[config.mk]
export PLATFORM = sky130hd
export DESIGN_NAME = mulaw_decode_upsample_gapfill_core
export DESIGN_NICKNAME = d
export VERILOG_FILES = /design/src/hw/rtl/mdug_pkg.sv /design/src/hw/rtl/mulaw_decode_upsample_gapfill_core.sv
export SDC_FILE = /design/constraint.sdc
export NUM_CORES = 1
export LEC_CHECK = 0
export BUFFER_PORTS_ARGS = -buffer_cell sky130_fd_sc_hd__clkbuf_2
export CORE_MARGIN = 2
export CORE_UTILIZATION = 40
export DETAILED_ROUTE_END_ITERATION = 8
export GPL_ROUTABILITY_DRIVEN = 0
export HOLD_SLACK_MARGIN = 0.03
export PLACE_DENSITY = 0.62
export SLEW_MARGIN = 30
export SYNTH_ARGS = -nofsm -noshare
export SYNTH_HDL_FRONTEND = slang
export SYNTH_SLANG_ARGS = --single-unit
export TNS_END_PERCENT = 30
[constraint.sdc]
create_clock -name clk -period 15 [get_ports clk]
set_input_delay 0 -clock clk [delete_from_list [all_inputs] [get_ports clk]]
set_output_delay 0 -clock clk [all_outputs]
set_load 0.01 [all_outputs]
[src/hw/rtl/mdug_pkg.sv]
// Package: payload types, register indexes, state codes and mu-law expansion.
package mdug_pkg;

  localparam int unsigned DivBits = 16;

  localparam logic [5:0] RATIO_MIN = 6'd1;
  localparam logic [5:0] RATIO_MAX = 6'd32;
  localparam logic [5:0] RATIO_RESET = 6'd6;
  localparam logic [15:0] MAX_GAP_RESET = 16'd24000;
  localparam logic [15:0] MULAW_BIAS = 16'h0084;

  // configuration register indexes
  localparam logic CFG_UPSAMPLE_RATIO = 1'b0;
  localparam logic CFG_MAX_GAP = 1'b1;

  typedef struct packed {
    logic [7:0] code;
    logic first_of_packet;
    logic [31:0] packet_timestamp;
  } in_t;

  typedef struct packed {
    logic signed [15:0] sample;
    logic is_silence;
    logic [20:0] silence_count;
    logic last;
  } out_t;

  typedef enum logic [2:0] {
    S_IDLE,
    S_GAP,
    S_PREP,
    S_DIV,
    S_EMIT
  } state_t;

  // G.711 mu-law expansion, result in -32124..32124
  function automatic logic signed [15:0] mulaw_expand(input logic [7:0] code);
    logic [7:0] inv;
    logic [15:0] mag;
    begin
      inv = ~code;
      mag = {9'd0, inv[3:0], 3'b000} + MULAW_BIAS;
      mag = mag << inv[6:4];
      if (inv[7]) begin
        mulaw_expand = $signed(MULAW_BIAS - mag);
      end else begin
        mulaw_expand = $signed(mag - MULAW_BIAS);
      end
    end
  endfunction

endpackage

[src/hw/rtl/mulaw_decode_upsample_gapfill_core.sv]
// Top level: mu-law decoder with linear-interpolation upsampler and gap filler.
// A new byte is taken only after every result of the previous one is sent:
//   R ramp points (R = effective upsample ratio), preceded by one silence run
//   when a gap is filled; the ramp step comes from a bit-serial divider.
// Output stalls hold the sequence. rst (synchronous) clears timestamp
//   state and the previous sample and loads ratio 6 and max gap 24000.
module mulaw_decode_upsample_gapfill_core
  import mdug_pkg::*;
(
  input  logic        clk,
  input  logic        rst,
  input  logic        in_valid,
  output logic        in_stall,
  input  in_t         in_data,
  output logic        out_valid,
  input  logic        out_stall,
  output out_t        out_data,
  input  logic        cfg_we,
  input  logic        cfg_index,
  input  logic [15:0] cfg_data
);

  // configuration
  logic [5:0]  upsample_ratio;
  logic [15:0] max_gap;
  logic [5:0]  eff_ratio;

  // stream state
  logic        timestamp_seen;
  logic [31:0] expected_timestamp;
  logic signed [15:0] previous_sample;

  // per-item work registers
  state_t state, state_next;
  logic signed [15:0] new_sample;   // expanded byte
  logic [15:0] gap_lo;              // accepted gap, fits max_gap
  logic        diff_neg;            // new_sample below previous_sample
  logic [15:0] div_q;               // dividend in, quotient out (bit-serial)
  logic [5:0]  div_r;               // running remainder
  logic [3:0]  div_cnt;
  logic [15:0] acc_q;               // |d|*k / R, kept incrementally
  logic [5:0]  acc_r;               // |d|*k mod R
  logic [5:0]  k;

  logic        accept;
  logic        out_free;
  logic [31:0] gap;
  logic        gap_ok;

  // shared step logic
  logic [6:0]  div_part;
  logic        div_ge;
  logic signed [16:0] diff;
  logic [16:0] diff_mag;
  logic [6:0]  r_sum;
  logic        r_wrap;
  logic [5:0]  r_new;
  logic [15:0] q_new;
  logic signed [16:0] interp;
  logic [21:0] sil_prod;

  // ratio zero acts as one, above range saturates
  always_comb begin
    if (upsample_ratio == 6'd0) begin
      eff_ratio = RATIO_MIN;
    end else if (upsample_ratio > RATIO_MAX) begin
      eff_ratio = RATIO_MAX;
    end else begin
      eff_ratio = upsample_ratio;
    end
  end

  assign in_stall = (state != S_IDLE);
  assign accept   = in_valid && !in_stall;
  assign out_free = !out_valid || !out_stall;

  // gap is signed modulo 2^32; only positive gaps up to max_gap are filled
  assign gap    = in_data.packet_timestamp - expected_timestamp;
  assign gap_ok = in_data.first_of_packet && timestamp_seen && (gap != 32'd0) &&
                  !gap[31] && (gap <= {16'd0, max_gap});

  // restoring divider step: |d| / R, one quotient bit per cycle
  assign div_part = {div_r, div_q[DivBits-1]};
  assign div_ge   = (div_part >= {1'b0, eff_ratio});

  // difference for the ramp
  assign diff     = {new_sample[15], new_sample} - {previous_sample[15], previous_sample};
  assign diff_mag = diff[16] ? (17'd0 - diff) : diff;

  // next ramp point: q += q0, r += r0, fold remainder once
  assign r_sum  = {1'b0, acc_r} + {1'b0, div_r};
  assign r_wrap = (r_sum >= {1'b0, eff_ratio});
  assign r_new  = r_wrap ? (r_sum[5:0] - eff_ratio) : r_sum[5:0];
  assign q_new  = acc_q + div_q + {15'd0, r_wrap};
  assign interp = diff_neg ?
                  ({previous_sample[15], previous_sample} - {1'b0, q_new}) :
                  ({previous_sample[15], previous_sample} + {1'b0, q_new});

  assign sil_prod = {6'd0, gap_lo} * {16'd0, eff_ratio};

  // sequencer
  always_comb begin
    state_next = state;
    case (state)
      S_IDLE: begin
        if (accept) begin
          state_next = gap_ok ? S_GAP : S_PREP;
        end
      end
      S_GAP: begin
        if (out_free) begin
          state_next = S_PREP;
        end
      end
      S_PREP: begin
        state_next = S_DIV;
      end
      S_DIV: begin
        if (div_cnt == 4'd0) begin
          state_next = S_EMIT;
        end
      end
      S_EMIT: begin
        if (out_free && (k == eff_ratio)) begin
          state_next = S_IDLE;
        end
      end
      default: begin
        state_next = S_IDLE;
      end
    endcase
  end

  always_ff @(posedge clk) begin
    if (rst) begin
      state <= S_IDLE;
    end else begin
      state <= state_next;
    end
  end

  // configuration writes
  always_ff @(posedge clk) begin
    if (rst) begin
      upsample_ratio <= RATIO_RESET;
      max_gap        <= MAX_GAP_RESET;
    end else if (cfg_we) begin
      case (cfg_index)
        CFG_UPSAMPLE_RATIO: upsample_ratio <= cfg_data[5:0];
        CFG_MAX_GAP:        max_gap <= cfg_data;
        default:            ;
      endcase
    end
  end

  // stream state
  always_ff @(posedge clk) begin
    if (rst) begin
      timestamp_seen     <= 1'b0;
      expected_timestamp <= 32'd0;
      previous_sample    <= 16'sd0;
    end else begin
      if (accept) begin
        if (in_data.first_of_packet) begin
          expected_timestamp <= in_data.packet_timestamp + 32'd1;
          timestamp_seen     <= 1'b1;
        end else begin
          expected_timestamp <= expected_timestamp + 32'd1;
        end
      end
      if ((state == S_GAP) && out_free) begin
        previous_sample <= 16'sd0;
      end else if ((state == S_EMIT) && out_free && (k == eff_ratio)) begin
        previous_sample <= new_sample;
      end
    end
  end

  // datapath work registers
  always_ff @(posedge clk) begin
    if (accept) begin
      new_sample <= mulaw_expand(in_data.code);
      gap_lo     <= gap[15:0];
    end
    case (state)
      S_PREP: begin
        diff_neg <= diff[16];
        div_q    <= diff_mag[15:0];
        div_r    <= 6'd0;
        div_cnt  <= 4'(DivBits - 1);
        acc_q    <= 16'd0;
        acc_r    <= 6'd0;
        k        <= 6'd1;
      end
      S_DIV: begin
        div_q   <= {div_q[DivBits-2:0], div_ge};
        div_r   <= div_ge ? (div_part[5:0] - eff_ratio) : div_part[5:0];
        div_cnt <= div_cnt - 4'd1;
      end
      S_EMIT: begin
        if (out_free) begin
          acc_q <= q_new;
          acc_r <= r_new;
          k     <= k + 6'd1;
        end
      end
      default: ;
    endcase
  end

  // output register
  always_ff @(posedge clk) begin
    if (rst) begin
      out_valid <= 1'b0;
    end else if ((state == S_GAP || state == S_EMIT) && out_free) begin
      out_valid <= 1'b1;
    end else if (!out_stall) begin
      out_valid <= 1'b0;
    end
  end

  always_ff @(posedge clk) begin
    if (out_free) begin
      if (state == S_GAP) begin
        out_data.sample        <= 16'sd0;
        out_data.is_silence    <= 1'b1;
        out_data.silence_count <= sil_prod[20:0];
        out_data.last          <= 1'b0;
      end else if (state == S_EMIT) begin
        out_data.sample        <= interp[15:0];
        out_data.is_silence    <= 1'b0;
        out_data.silence_count <= 21'd0;
        out_data.last          <= (k == eff_ratio);
      end
    end
  end

endmodule

==> impl_metrics.ini, run 1 <==
[layout]
fill_cells = 4135
mostFrequentLayoutCells = nand2_1 (232), nor2_1 (197), inv_1 (165), a21oi_1 (155), ha_1 (144)
synthToLayoutAreaGrowth_pct = 12.4
multi_input_comb_area_um2 = 11500
final_common_cell = nand2_1
drive_gt1_frac = 0.0812
nets = 2447
diodes = 0
register_area_um2 = 5180
fin_util = 0.457

[route]
num_vias = 15164
post-route-drc-count = 0
wl_per_cell_um = 16.0
drtIter0Drc = 1074
viasPerCell = 5.46
dr.pass1.iters = 7
drt-total-wl_um = 44500
antenna_left = 0

[place]
dp_hpwl_um = 33800
portBuffers = 103

[logic_synthesis]
ys_ff_latch = 197
async_flop_share = 0
syn-cell-area_um2 = 17600
synth_edf_count = 124
syn_nets = 2343
synth_seq_area_share = 0.295
yosysWarnings = 0
ys_types = 82
syn_inst = 2074
avgSynthCellArea_um2 = 8.49
ys.flop_type = edfxtp_1

[cts]
cts.reportedPaths.clkPinSlew_ps = 80
clkLatencyLatePin_ps = 490
cts_buffers = 17
clkSinkCount = 197
cts.repair.resized = 0
tritoncts = yes
cts_hold_buffers = 51
cts_setup_buffers = 0
clockBufferDepth = 2
htreeDepth = 4
cts-root-buf = clkbuf_16

[run]
cap_violations = 0

[worst_hold_path]
min_from = in_data[37]
hold_path.class = in2reg

[critical_path]
cpPeakStageDelay_ps = 850
crit_required_ps = 15220
endpoint_kind = register
crit_slowest_cell = dfxtp_1
critPathKind = reg2reg
crit_buf_inv = 2
cp-start-kind = register
crit_path_max_fanout = 25
cp_top_family = compound AO/OA/AOI/OAI gates
regToRegStartpoint = upsample_ratio[5]
crit_start = upsample_ratio[5]
worstPathArrival_ps = 7440

[timing]
max_slew_margin = 0.328
finalSetupViolCount = 0
fmax_mhz = 138
slew_violations = 0
worstMarginPinSlew_ps = 995
min_period_over_period = 0.482
tns_ps = 0
finalClockSkew_ps = 14.9
final_hold_viol_count = 0
rsz0062_at_grt = false
post-route-min-period_ps = 7220

[global_routing]
grt_overflow = 0
grt_usage = 0.201
grt_max_degree = 73
grt_pass1_vias = 14409
antenna_found_initial = 0
grt_first_pass_wirelength_um = 73500

[floorplanning]
fp.coreArea_um2 = 43300
die_w_um = 214
die_area_um2 = 45700
row_count = 76
io_pins = 104
initial_core_util = 0.407
die_y_um = 214

[power]
ir_drop_mv = 0.0843
p_per_area_nw_per_um2 = 98.5
p_leak_nw = 7.97

[outcome]
run_status = complete, no violations
-- flip-flops by register name (all words and copies together) (netlist names) --
register and cells:
new_sample 14, state 3, div_r 6, upsample_ratio 6, acc_q 16, acc_r 6
div_cnt 4, expected_timestamp 32, max_gap 16, div_q 16, timestamp_seen 1, diff_neg 1
out_valid 1, k 6, gap_lo 16, previous_sample 14, out_data 39
-- cells in the mapped netlist, drive strengths merged, types with 6 or more instances --
master | instances | area, µm²
inv | 167 | 627
dfxtp | 73 | 1460
nor3 | 31 | 155
mux2i | 49 | 490
nand2 | 234 | 878
a211o | 9 | 78.8
o31ai | 19 | 143
edfxtp | 124 | 3720
nand3 | 57 | 285
or4 | 8 | 63.8
a221oi | 8 | 70.1
o2111ai | 18 | 158
o211ai | 24 | 180
and2 | 33 | 206
nand3b | 23 | 173
and3 | 27 | 169
or2 | 6 | 37.5
a31oi | 41 | 257
o21a | 17 | 129
o31a | 6 | 52.6
a211oi | 18 | 135
a21oi | 157 | 793
buf | 9 | 37.5
a21boi | 8 | 60.1
nand4 | 14 | 87.6
xor2 | 59 | 536
nor4 | 7 | 43.8
nor3b | 7 | 52.6
o21bai | 11 | 82.6
xnor2 | 73 | 647
clkbuf | 74 | 279
or3 | 12 | 75.1
nor2b | 32 | 200
ha | 144 | 1800
nand2b | 25 | 156
a21o | 37 | 278
nor2 | 197 | 739
fa | 62 | 1240
o21ai | 94 | 474
-- final timing paths --
kind | endpoint | slack [ps] | cells after the start
max | out_data[37] | 7780 | 29
min | new_sample[2] | 100 | 2
max reg2reg | out_data[37] | 7780 | 29
min reg2reg | max_gap[15] | 470 | 2
-- worst register-to-register path, delay by kind of cell, from the launching register on --
family,cells,cell delay [ps]
and+or+nand+nor,11,1370
xor gates and xnor gates,3,680
buffers and inverters,2,390
adders and majority gates,4,1250
DFF,1,850
AOI/OAI and AO/OA,9,2420
-- metal layers --
layer / wire length (µm) / GRT usage / share of wire
met1: 21700 / 0.284 / 0.49
met2: 20200 / 0.319 / 0.45
met3: 1910 / 0.0337 / 0.043
met4: 712 / 0.0534 / 0.016
met5: 0 / 0 / 0
-- area by class of cell --
cell class                 instances  area share
multi-input combinational       1626       0.581
tap                              585      0.0370
sequential                       197       0.262
clock inverter                    15     0.00949
timing repair buffer             168      0.0573
inverter                         168      0.0319
clock buffer                      17      0.0215
-- through the flow --
step           std cells  setup WS [ps]  cell area (µm²)  hold WS [ps]  power [mW]
3_5_place_dp        2693           7930            18700           220        1.45
3_3_place_gp        2693           8120            18700           209        1.44
6_report            2776           7780            19800           105        1.95
2_1_floorplan       2074           8760            17600           124        1.26
5_1_grt             2776           7090            19800           129        2.09
4_1_cts             2776           7890            19800          71.6        1.96
-- power by group --
| part | internal [mW] | switching [mW] |
|---|---|---|
| registers | 0.629 | 0.0320 |
| logic | 0.325 | 0.472 |
| clock network | 0.252 | 0.238 |
-- logic make-up (layout without fill, tap and decap cells) --
| kind of cell | Yosys count | after routing | share of synthesized area |
|---|---|---|---|
| and+or+nand+nor | 727 | 727 | 0.196 |
| adders and majority gates | 206 | 206 | 0.173 |
| AOI/OAI and AO/OA | 508 | 508 | 0.185 |
| DFF | 197 | 197 | 0.295 |
| buffers and inverters | 251 | 368 | 0.0538 |
| xor gates and xnor gates | 132 | 132 | 0.0672 |
| muxes | 53 | 53 | 0.0304 |
No activity file was read; power rests on OpenSTA's default activity.
==> run 2: changes to the inputs <==
--- a/config.mk
+++ b/config.mk
@@ -5,6 +5,7 @@
 export SDC_FILE = /design/constraint.sdc
 export NUM_CORES = 1
 export LEC_CHECK = 0
+export ABC_AREA = 1
 export BUFFER_PORTS_ARGS = -buffer_cell sky130_fd_sc_hd__clkbuf_2
 export CORE_MARGIN = 2
 export CORE_UTILIZATION = 40
==> constraint.sdc (replaced) <==
create_clock -name clk -period 7.4 [get_ports clk]
set_input_delay 0 -clock clk [delete_from_list [all_inputs] [get_ports clk]]
set_output_delay 0 -clock clk [all_outputs]
set_load 0.01 [all_outputs]
==> run 2 against run 1 <==
Cell count grew 16%. Via count grew 7.6%. Clock power rose by 110%. Flip-flop and latch count stayed put. Total power increased to 4.7 times the previous value. Wire length increased by 0.95%. Clock skew down 2.1 ps. Core utilization barely moved. First-iteration DRC count fell by 1.8%. Highest routed layer unchanged.
==> impl_metrics.ini, run 2 <==
[route]
post-route-drc-count = 0
drt-total-wl_um = 44900
dr.pass1.iters = 6
drtIter0Drc = 1055
viasPerCell = 5.07
num_vias = 16321
wl_per_cell_um = 13.9
antenna_left = 0

[logic_synthesis]
yosysWarnings = 0
syn_nets = 2748
yosys-top-cells-area = edfxtp_1 (21%), nand2_1 (12%), ha_1 (10%)
yosys.area.top_type = edfxtp_1
async_flop_share = 0
yosysTopAreaCellShare = 0.209
syn_inst = 2479
syn-cell-area_um2 = 17800
ys_ff_latch = 197
synthTopCellsByCount = nand2_1 (571), inv_1 (439), nor2_1 (240)
ys_types = 55
synth_most_common_cell = nand2_1
synth_edf_count = 124
avgSynthCellArea_um2 = 7.18
ys.flop_type = edfxtp_1
synth_seq_area_share = 0.291

[cts]
tritoncts = yes
cts.reportedPaths.clkPinSlew_ps = 80
cts-root-buf = clkbuf_16
htreeDepth = 4
clkSinkCount = 197
clkLatencyLatePin_ps = 500
clockBufferDepth = 2
cts_setup_buffers = 0
cts_buffers = 17

[timing]
max_slew_margin = 0.420
rsz0062_at_grt = false
finalSetupViolCount = 0
tns_ps = 0
fmax_mhz = 150
post-route-min-period_ps = 6670
final_hold_viol_count = 0
worstMarginPinSlew_ps = 865
finalClockSkew_ps = 12.8
finalWorstSetupSlack_ps = 728
slew_violations = 0
min_period_over_period = 0.902

[floorplanning]
die_w_um = 215
die_y_um = 215
io_pins = 104
initial_core_util = 0.404
fp.coreArea_um2 = 44000
die_area_um2 = 46200
row_count = 77

[global_routing]
grt_overflow = 0
grt_max_degree = 67
grt_pass1_vias = 15755
grt_first_pass_wirelength_um = 75100
antenna_found_initial = 0
grt_usage = 0.199

[critical_path]
crit_path_max_fanout = 11
endpoint_kind = register
cpPeakStageDelay_ps = 450
crit_required_ps = 7660
cp-start-kind = register
crit_slowest_cell = edfxtp_1
critPathKind = reg2reg
worstPathArrival_ps = 6940

[layout]
top_regs = out_data: 39 flops, expected_timestamp: 32 flops
mostFrequentLayoutCells = nand2_1 (570), inv_1 (438), nor2_1 (239), a21oi_1 (213), o21ai_0 (155)
final_cell_area_um2 = 20100
diodes = 0
final_common_cell = nand2_1
largest-register = out_data
nets = 2886
largest_reg_flops = 39
synthToLayoutAreaGrowth_pct = 13.2
drive_gt1_frac = 0.0715

[power]
p_leak_nw = 9.72
p_sw_mw = 4.69
power_mw = 9.24
power_frac_comb = 0.668
p_per_area_nw_per_um2 = 459
internal-power_mw = 4.55
p_seq_frac = 0.219
clock_power_share = 0.113
switching_share = 0.507
ir_drop_mv = 0.202

[place]
dp_hpwl_um = 35700
portBuffers = 103
dp_slack_ps = 571
placed_area_um2 = 19000

[run]
cap_violations = 0

[worst_hold_path]
hold_path.class = in2reg

[outcome]
run_status = complete, no violations
-- run 2: power by group through the flow --
stage          Clock, mW  Combinational, mW  Sequential [mW]
6_report            1.04               6.18             2.02
5_1_grt             1.11               7.11             2.06
4_1_cts             1.08               6.11             2.03
3_5_place_dp           0               6.04             2.05
3_3_place_gp           0               5.90             2.04
2_1_floorplan          0               4.64             2.01
-- run 2: timing repair --
action,CTS,global route
hold endpoints to repair,51,0
gates resized for setup,0,3
hold buffers,49,0
endpoints found under the setup margin,0,3
-- run 2: final cells by class --
class                   count  area [µm²]
clock buffers              18         429
clock inverters            14         214
fillers                  4456       23900
inverters                 442        1660
multi-input cells        1789       10800
flip-flops and latches    197        5180
well taps                 592         741
repair buffers            170        1160
-- run 2: cell families (layout without fill, tap and decap cells) --
| family | Yosys count | in the layout | synth area share |
|---|---|---|---|
| xor+xnor | 97 | 97 | 0.0485 |
| flops | 197 | 197 | 0.291 |
| compound gates | 462 | 462 | 0.141 |
| simple gates | 1024 | 1024 | 0.243 |
| fa+ha+maj | 206 | 206 | 0.171 |
| buf+inv | 493 | 644 | 0.106 |
-- run 2: per-layer routing --
layer  global-route usage  part of all wire  vias up
met4               0.0674             0.021        0
li1                     -                 -     8331
met5                    0                 0        -
met3               0.0331             0.050       61
met2                0.328              0.46      404
met1                0.266              0.47     7525
-- run 2: path summary, 6_finish.rpt --
check / from / to / slack [ps] / cells past startpoint
min reg2reg: timestamp_seen / timestamp_seen / 450 / 2
max: div_r[0] / out_data[38] / 730 / 38
min: in_data[1] / gap_lo[1] / 50 / 2
max reg2reg: div_r[0] / out_data[38] / 730 / 38
-- run 2: through the flow --
step | utilization | std cells | hold WS (ps)
after global placement | 0.431 | 3140 | 221
after CTS | 0.457 | 3221 | 37.2
after global routing | 0.457 | 3222 | 56.1
after detailed placement | 0.431 | 3140 | 228
final | 0.457 | 3222 | 49.1
after floorplan | - | 2479 | 126
-- run 2: worst max-delay path, delay by kind of cell (launching register included) --
family / cells / cell delay [ps]
flops: 1 / 450
compound gates: 8 / 1210
simple gates: 17 / 1780
xor+xnor: 3 / 550
fa+ha+maj: 6 / 2130
buf+inv: 4 / 290
==> run 3: changes to the inputs <==
--- a/config.mk
+++ b/config.mk
@@ -13,6 +13,7 @@
 export GPL_ROUTABILITY_DRIVEN = 0
 export HOLD_SLACK_MARGIN = 0.03
 export PLACE_DENSITY = 0.62
+export RECOVER_POWER = 100
 export SLEW_MARGIN = 30
 export SYNTH_ARGS = -nofsm -noshare
 export SYNTH_HDL_FRONTEND = slang
==> run 3 against run 2 <==
The flow now finishes with violations (max-capacitance violations, max-slew violations). Sequential share of layout area is 0.23 points higher. Via count is 0.10% higher. Die area stayed put. Largest cell class unchanged.
==> impl_metrics.ini, run 3 (synthesis gave the netlist of run 2 again) <==
[critical_path]
cp_top_family = adder cells
crit_buf_inv = 4
endpoint_kind = register
worstPathArrival_ps = 6930
crit_required_ps = 7660
cpPeakStageDelay_ps = 440
crit_path_max_fanout = 11
crit_slowest_cell = edfxtp_1
cp-start-kind = register
critPathKind = reg2reg

[timing]
post-route-min-period_ps = 6670
final_hold_viol_count = 0
worstMarginPinSlew_ps = 2460
finalClockSkew_ps = 12.4
finalSetupViolCount = 0
fmax_mhz = 150
rsz0062_at_grt = false
slew_violations = 165
tns_ps = 0
min_period_over_period = 0.902
max_slew_margin = -0.637

[global_routing]
grt_usage = 0.199
grt_overflow = 0
grt_pass1_vias = 15755
grt_max_degree = 67
antenna_found_initial = 0
grt_first_pass_wirelength_um = 75100

[place]
placed_area_um2 = 19000
portBuffers = 103
dp_hpwl_um = 35700
placedCellCount = 3140

[floorplanning]
io_pins = 104
die_y_um = 215
die_w_um = 215
die_area_um2 = 46200
initial_core_util = 0.404
fp.coreArea_um2 = 44000
row_count = 77

[layout]
synthToLayoutAreaGrowth_pct = 12.2
drive_gt1_frac = 0.0468
final_common_cell = nand2_1
fin_cells = 3222
top_regs = out_data: 39 flops, expected_timestamp: 32 flops
final_cell_area_um2 = 20000
largest-register = out_data
diodes = 0
nets = 2886
mostFrequentLayoutCells = nand2_1 (571), inv_1 (439), nor2_1 (243), a21oi_1 (214), o21ai_0 (166)
fin_util = 0.453
fill_cells = 4499
largest_reg_flops = 39

[cts]
htreeDepth = 4
cts_buffers = 17
cts-root-buf = clkbuf_16
cts.reportedPaths.clkPinSlew_ps = 80
tritoncts = yes
clkSinkCount = 197
clkLatencyLatePin_ps = 500
clockBufferDepth = 2

[route]
wl_per_cell_um = 14.0
drt-total-wl_um = 45000
viasPerCell = 5.07
dr.pass1.iters = 7
drtIter0Drc = 1083
antenna_left = 0
num_vias = 16338
post-route-drc-count = 0

[outcome]
violations = max-capacitance violations, max-slew violations
run_status = complete, but fails checks

[power]
p_leak_nw = 9.51
p_per_area_nw_per_um2 = 460
power_mw = 9.18
ir_drop_mv = 0.202

[worst_hold_path]
hold_path.class = in2reg

[run]
cap_violations = 4
## run 3: power breakdown
part	leakage (nW)	total (mW)	internal [mW]	switching [mW]
clock network	0.311	1.05	0.576	0.470
logic	7.44	6.10	2.13	3.97
registers	1.76	2.04	1.80	0.240
## run 3: final timing paths
path             startpoint             end  slack, ps  cells after the start
max                div_r[0]    out_data[38]        730                     38
max reg2reg        div_r[0]    out_data[38]        730                     38
min              in_data[1]       gap_lo[1]         50                      2
min reg2reg  timestamp_seen  timestamp_seen        450                      2
## run 3: area by class of cell
type / instances / area (µm²) / area share
Clock buffer: 18 / 429 / 0.0215
Clock inverter: 14 / 214 / 0.0107
Inverter: 442 / 1660 / 0.0831
Multi-Input combinational cell: 1789 / 10700 / 0.535
Sequential cell: 197 / 5180 / 0.260
Tap cell: 592 / 741 / 0.0371
Timing Repair Buffer: 170 / 1050 / 0.0525
## run 3: repair_timing
action,4_1_cts,5_1_grt
endpoints found under the hold margin,51,0
setup buffers,0,0
hold buffers,49,0
endpoints found under the setup margin,0,3
gates resized for setup,0,3
## run 3: stage by stage
stage | worst slack, ps | hold slack, ps
after floorplan | 1550 | 126
after global placement | 787 | 221
after detailed placement | 571 | 228
after CTS | 540 | 37.2
after global routing | 68.9 | 56.1
final | 728 | 47.6
## run 3: per-layer routing
layer | vias up | track usage | share of wire
met5 | - | 0 | 0
met3 | 71 | 0.0331 | 0.047
met2 | 420 | 0.328 | 0.46
li1 | 8331 | - | -
met1 | 7516 | 0.266 | 0.48
met4 | 0 | 0.0674 | 0.022
